### src/rtl/smsort_pkg.sv
// Shared constants and types for the switch point merge sorter.
package smsort_pkg;

  localparam int MAX_POINTS = 64;
  localparam int X_BITS     = 16;
  localparam int KEY_W      = X_BITS + 1;
  localparam int CNT_W      = $clog2(MAX_POINTS + 1);
  localparam int FLUSH_W    = $clog2(MAX_POINTS);

  typedef logic [KEY_W-1:0] key_t;

  typedef struct packed {
    logic valid;
    key_t key;
  } slot_t;

  typedef struct packed {
    logic [15:0] in_x_pos;
    logic        in_state;
    logic        in_last;
  } in_t;

  typedef struct packed {
    logic [15:0] out_x_pos;
    logic        out_state;
    logic        out_last;
    logic        out_overflow;
  } out_t;

  typedef enum logic [1:0] {
    ST_INSERT,
    ST_FLUSH,
    ST_DRAIN
  } state_t;

endpackage

### src/rtl/smsort_cell.sv
// One sorting cell: keeps the smaller key and passes the larger one to the right.
module smsort_cell (
  input  logic                clk,
  input  logic                rst,
  input  logic                shift,
  input  smsort_pkg::slot_t   carry_in,
  input  smsort_pkg::slot_t   right,
  output smsort_pkg::slot_t   held,
  output smsort_pkg::slot_t   carry_out
);

  smsort_pkg::slot_t held_next;
  smsort_pkg::slot_t carry_next;

  always_comb begin
    held_next        = held;
    carry_next       = carry_in;
    carry_next.valid = 1'b0;
    if (shift) begin
      held_next = right;
    end else if (carry_in.valid) begin
      if (!held.valid) begin
        held_next = carry_in;
      end else if (carry_in.key < held.key) begin
        held_next  = carry_in;
        carry_next = held;
      end else begin
        carry_next = carry_in;
      end
    end
  end

  always_ff @(posedge clk) begin
    if (rst) begin
      held.valid      <= 1'b0;
      carry_out.valid <= 1'b0;
    end else begin
      held      <= held_next;
      carry_out <= carry_next;
    end
  end

endmodule

### config.mk
export PLATFORM = sky130hd
export DESIGN_NAME = smsort_cell
export DESIGN_NICKNAME = d
export VERILOG_FILES = /design/src/rtl/smsort_pkg.sv /design/src/rtl/smsort_cell.sv
export SDC_FILE = /design/constraint.sdc
export NUM_CORES = 1
export LEC_CHECK = 0
export ABC_AREA = 1
export ABC_CLOCK_PERIOD_IN_PS = 5700
export BUFFER_PORTS_ARGS = -buffer_cell sky130_fd_sc_hd__buf_4
export CAP_MARGIN = 25
export CORE_UTILIZATION = 23
export CTS_CLUSTER_DIAMETER = 30
export DETAILED_ROUTE_END_ITERATION = 16
export PLACE_DENSITY = 0.5
export SLEW_MARGIN = 10
export SYNTH_ARGS = -nofsm -noshare
export SYNTH_HDL_FRONTEND = slang
export SYNTH_SLANG_ARGS = --single-unit
### constraint.sdc
create_clock -name clk -period 5.7 [get_ports clk]
set_input_delay 0.285 -clock clk [delete_from_list [all_inputs] [get_ports clk]]
set_output_delay 0.285 -clock clk [all_outputs]
set_load 0.02 [all_outputs]
==> metrics.txt <==
setup_tns 0 ns; number of nets produced by synthesis around 290; kind of end point of the critical path register; worst-path maximum fanout 19; count of hold buffers inserted by post-cts repair 0; most common library cell in the layout ignoring fill and taps sky130_fd_sc_hd__nand2_1; Synth-to-Final Area Change 35.3%; share of the cycle needed by the critical path after routing 0.422; number of iterations in the first detailed-routing pass 3; endpoint of the worst setup timing path held[16]$_DFFE_PP_; clock root buffer sky130_fd_sc_hd__clkbuf_8; number of nets in the final layout 369; ratio of cells with drive above 1 in the final layout 0.368; Net Switching roughly 200 uW; DRC violation total after the first TritonRoute iteration 57; Mapped Area 2190 sq um; cell types occupying the most area after synthesis sky130_fd_sc_hd__edfxtp_1 47%, sky130_fd_sc_hd__nand2_1 15%, sky130_fd_sc_hd__ha_1 9.1%; WL final 5600 um; data required time of the critical path 5.70 ns; Static Leak between 0.001 and 0.0015 uW; worst voltage drop across the vdd grid 73.4 uV; utilization after layout 0.321; area inside the core boundary 9240 sq um; Worst slew margin 0.494; max frequency roughly 420 MHz; Placed Area 2880 sq um; wire length of the first global-routing pass 8870 um; number of buffers created by CTS 5; element type at the critical path start register; standard-cell rows 35; final routed DRC violation total 0; internal power contribution 464 uW; number of I/O pins 75; outcome completed; proportion of power drawn by combinational gates 0.239; filler cell count 1,005; clock tree from TritonCTS done; cell depth of the worst flop-to-flop path 9; r2r endpoint held[16]$_DFFE_PP_; final design instance area without fill roughly 3000 sq um; setup clock skew after layout 0.00593 ns; worst reg2reg startpoint held[16]$_DFFE_PP_; weighted congestion at the end of routability-driven global placement 0.709; die outline width 99.7 um; dominant cell type by area after synthesis sky130_fd_sc_hd__edfxtp_1; total global routing track utilization 0.119; ANT nets after route 0; Hold Crit Class in -> reg; number of global-route vias before repair 1,739; sink count of the clock tree 36; clock buffer depth 2; kind of critical path reg -> reg; number of storage elements in the synthesis netlist 36; clock transition at the registers of the reported paths 0.07 ns; # diodes 0; number of buffers added for setup after CTS 0; relative contribution of the clock network to total power 0.273; height of the chip 99.7 um; Switching Share 0.296; sequential share of power 0.488; Hold Worst Slack 0.169 ns; setup repair after global routing missed its margin false; clock insertion delay at the later pin of the skew report 0.28 ns; Final Hold Violating Endpoints 0; Distinct cells, synth 26; floorplan die area 9940 sq um; Slew @ Worst Pin 0.759 ns; final period demand of the worst path roughly 2.4 ns; highest-count cells in the layout ignoring fill and taps 88 x sky130_fd_sc_hd__nand2_1, 74 x sky130_fd_sc_hd__buf_4, 34 x sky130_fd_sc_hd__edfxtp_1, 23 x sky130_fd_sc_hd__inv_1, 22 x sky130_fd_sc_hd__nand2_2; syn_area_per_cell 9.18 sq um; register-to-register path setup slack 3.29 ns; mean routed wirelength per cell approximately 13 um; area fraction of the dominant cell type after synthesis 0.465; antenna violations before repair 0; cell count after synthesis 239; vias 1,755; number of instances resized during post-cts repair 0; number of maximum-capacitance constraint violations 0; HPWL reported at the end of detailed placement 4100 um; pin count of the biggest net entering global routing 21; setup violators final 0; Synth warnings 0; buffers added on ports 74; maximum level of the CTS H-tree 2; grt ovf 0; max-slew violation count 0; effective utilization at floorplan 0.238; arrival time at the worst endpoint 2.41 ns; critical path launch point held[16]$_DFFE_PP_; Seq/Total Area, Yosys 0.483; vias per std cell 3.95; pwr/cell area 222 nW/um^2
==> per-layer routing <==
layer | part of all wire | GRT usage | vias up
met2 | 0.51 | 0.214 | 42
met4 | 0.011 | 0.0339 | 0
met5 | 0 | 0 | -
met1 | 0.43 | 0.140 | 776
met3 | 0.049 | 0.0295 | 6
li1 | - | - | 931
==> cell usage after synthesis <==
cell                       count
sky130_fd_sc_hd__nand2_4       1
sky130_fd_sc_hd__nand3_4       1
sky130_fd_sc_hd__dfxtp_1       2
sky130_fd_sc_hd__a21oi_1       6
sky130_fd_sc_hd__buf_4         1
sky130_fd_sc_hd__nor3_1        1
sky130_fd_sc_hd__clkinv_1      2
sky130_fd_sc_hd__a21o_1        2
sky130_fd_sc_hd__clkbuf_1      3
sky130_fd_sc_hd__nand2_1      88
sky130_fd_sc_hd__clkinv_2      1
sky130_fd_sc_hd__nand3_2       1
sky130_fd_sc_hd__nand4_1      17
sky130_fd_sc_hd__ha_1         16
sky130_fd_sc_hd__o21ai_0       2
sky130_fd_sc_hd__inv_4         1
sky130_fd_sc_hd__buf_6         1
sky130_fd_sc_hd__inv_2         1
sky130_fd_sc_hd__nor2_1        4
sky130_fd_sc_hd__nor2_8        3
sky130_fd_sc_hd__nand2_2      22
sky130_fd_sc_hd__buf_2         2
sky130_fd_sc_hd__edfxtp_1     34
sky130_fd_sc_hd__inv_1        23
sky130_fd_sc_hd__bufinv_8      1
sky130_fd_sc_hd__nor2_2        3
==> stage by stage <==
step                      worst slack, ns  power (uW)  cells
final                                3.29         659    444
after global routing                 3.01         695    444
after CTS                            2.91         668    443
after detailed placement             2.90         487    435
after global placement               3.00         485    435
after floorplan                      3.04         418    239
==> worst max-delay path, stage by stage, from the launching register on <==
cell	delay [ns]
sky130_fd_sc_hd__edfxtp_1	0.41
sky130_fd_sc_hd__inv_1	0.07
sky130_fd_sc_hd__ha_1	0.23
sky130_fd_sc_hd__a21o_1	0.19
sky130_fd_sc_hd__nor2_2	0.11
sky130_fd_sc_hd__nand2_2	0.09
sky130_fd_sc_hd__nor2_8	0.27
sky130_fd_sc_hd__nand2_1	0.11
sky130_fd_sc_hd__a21oi_2	0.42
sky130_fd_sc_hd__buf_8	0.22
==> flip-flops by register name, summed over array words and instances (netlist names) <==
register	count
carry_out	18
held	18
==> power groups by stage <==
| stage | Clock (uW) | Sequential [uW] | Combinational [uW] |
|---|---|---|---|
| final | 180 | 321 | 158 |
| after global routing | 194 | 324 | 178 |
| after detailed placement | 0 | 328 | 159 |
| after CTS | 186 | 322 | 160 |
| after floorplan | 0 | 348 | 70.0 |
| after global placement | 0 | 328 | 157 |
==> cell families (layout without fill, tap and decap cells) <==
family / after synthesis / in the layout / share of synthesized area
compound gates: 10 / 10 / 0.0251
fa+ha+maj: 16 / 16 / 0.0912
buf+inv: 36 / 112 / 0.0758
flops: 36 / 36 / 0.483
simple gates: 141 / 141 / 0.324
==> layout make-up <==
| class | count | area (sq um) | share of cell area |
|---|---|---|---|
| clock inverters | 1 | 3.75 | 0.00126 |
| flip-flops and latches | 36 | 1060 | 0.357 |
| multi-input cells | 167 | 971 | 0.327 |
| inverters | 29 | 126 | 0.0425 |
| repair buffers | 75 | 571 | 0.192 |
| clock buffers | 7 | 76.3 | 0.0257 |
| well taps | 129 | 161 | 0.0543 |
==> worst min-delay path by stage <==
stage	start	end	cells past startpoint
2_1_floorplan	rst	held[17]$_SDFFE_PP0P_	1
3_3_place_gp	rst	held[17]$_SDFFE_PP0P_	2
3_5_place_dp	rst	held[17]$_SDFFE_PP0P_	2
4_1_cts	rst	held[17]$_SDFFE_PP0P_	2
5_1_grt	rst	carry_out[17]$_SDFF_PP0_	2
6_report	rst	held[17]$_SDFFE_PP0P_	2
Note: power is estimated with default switching activity, not from simulation.
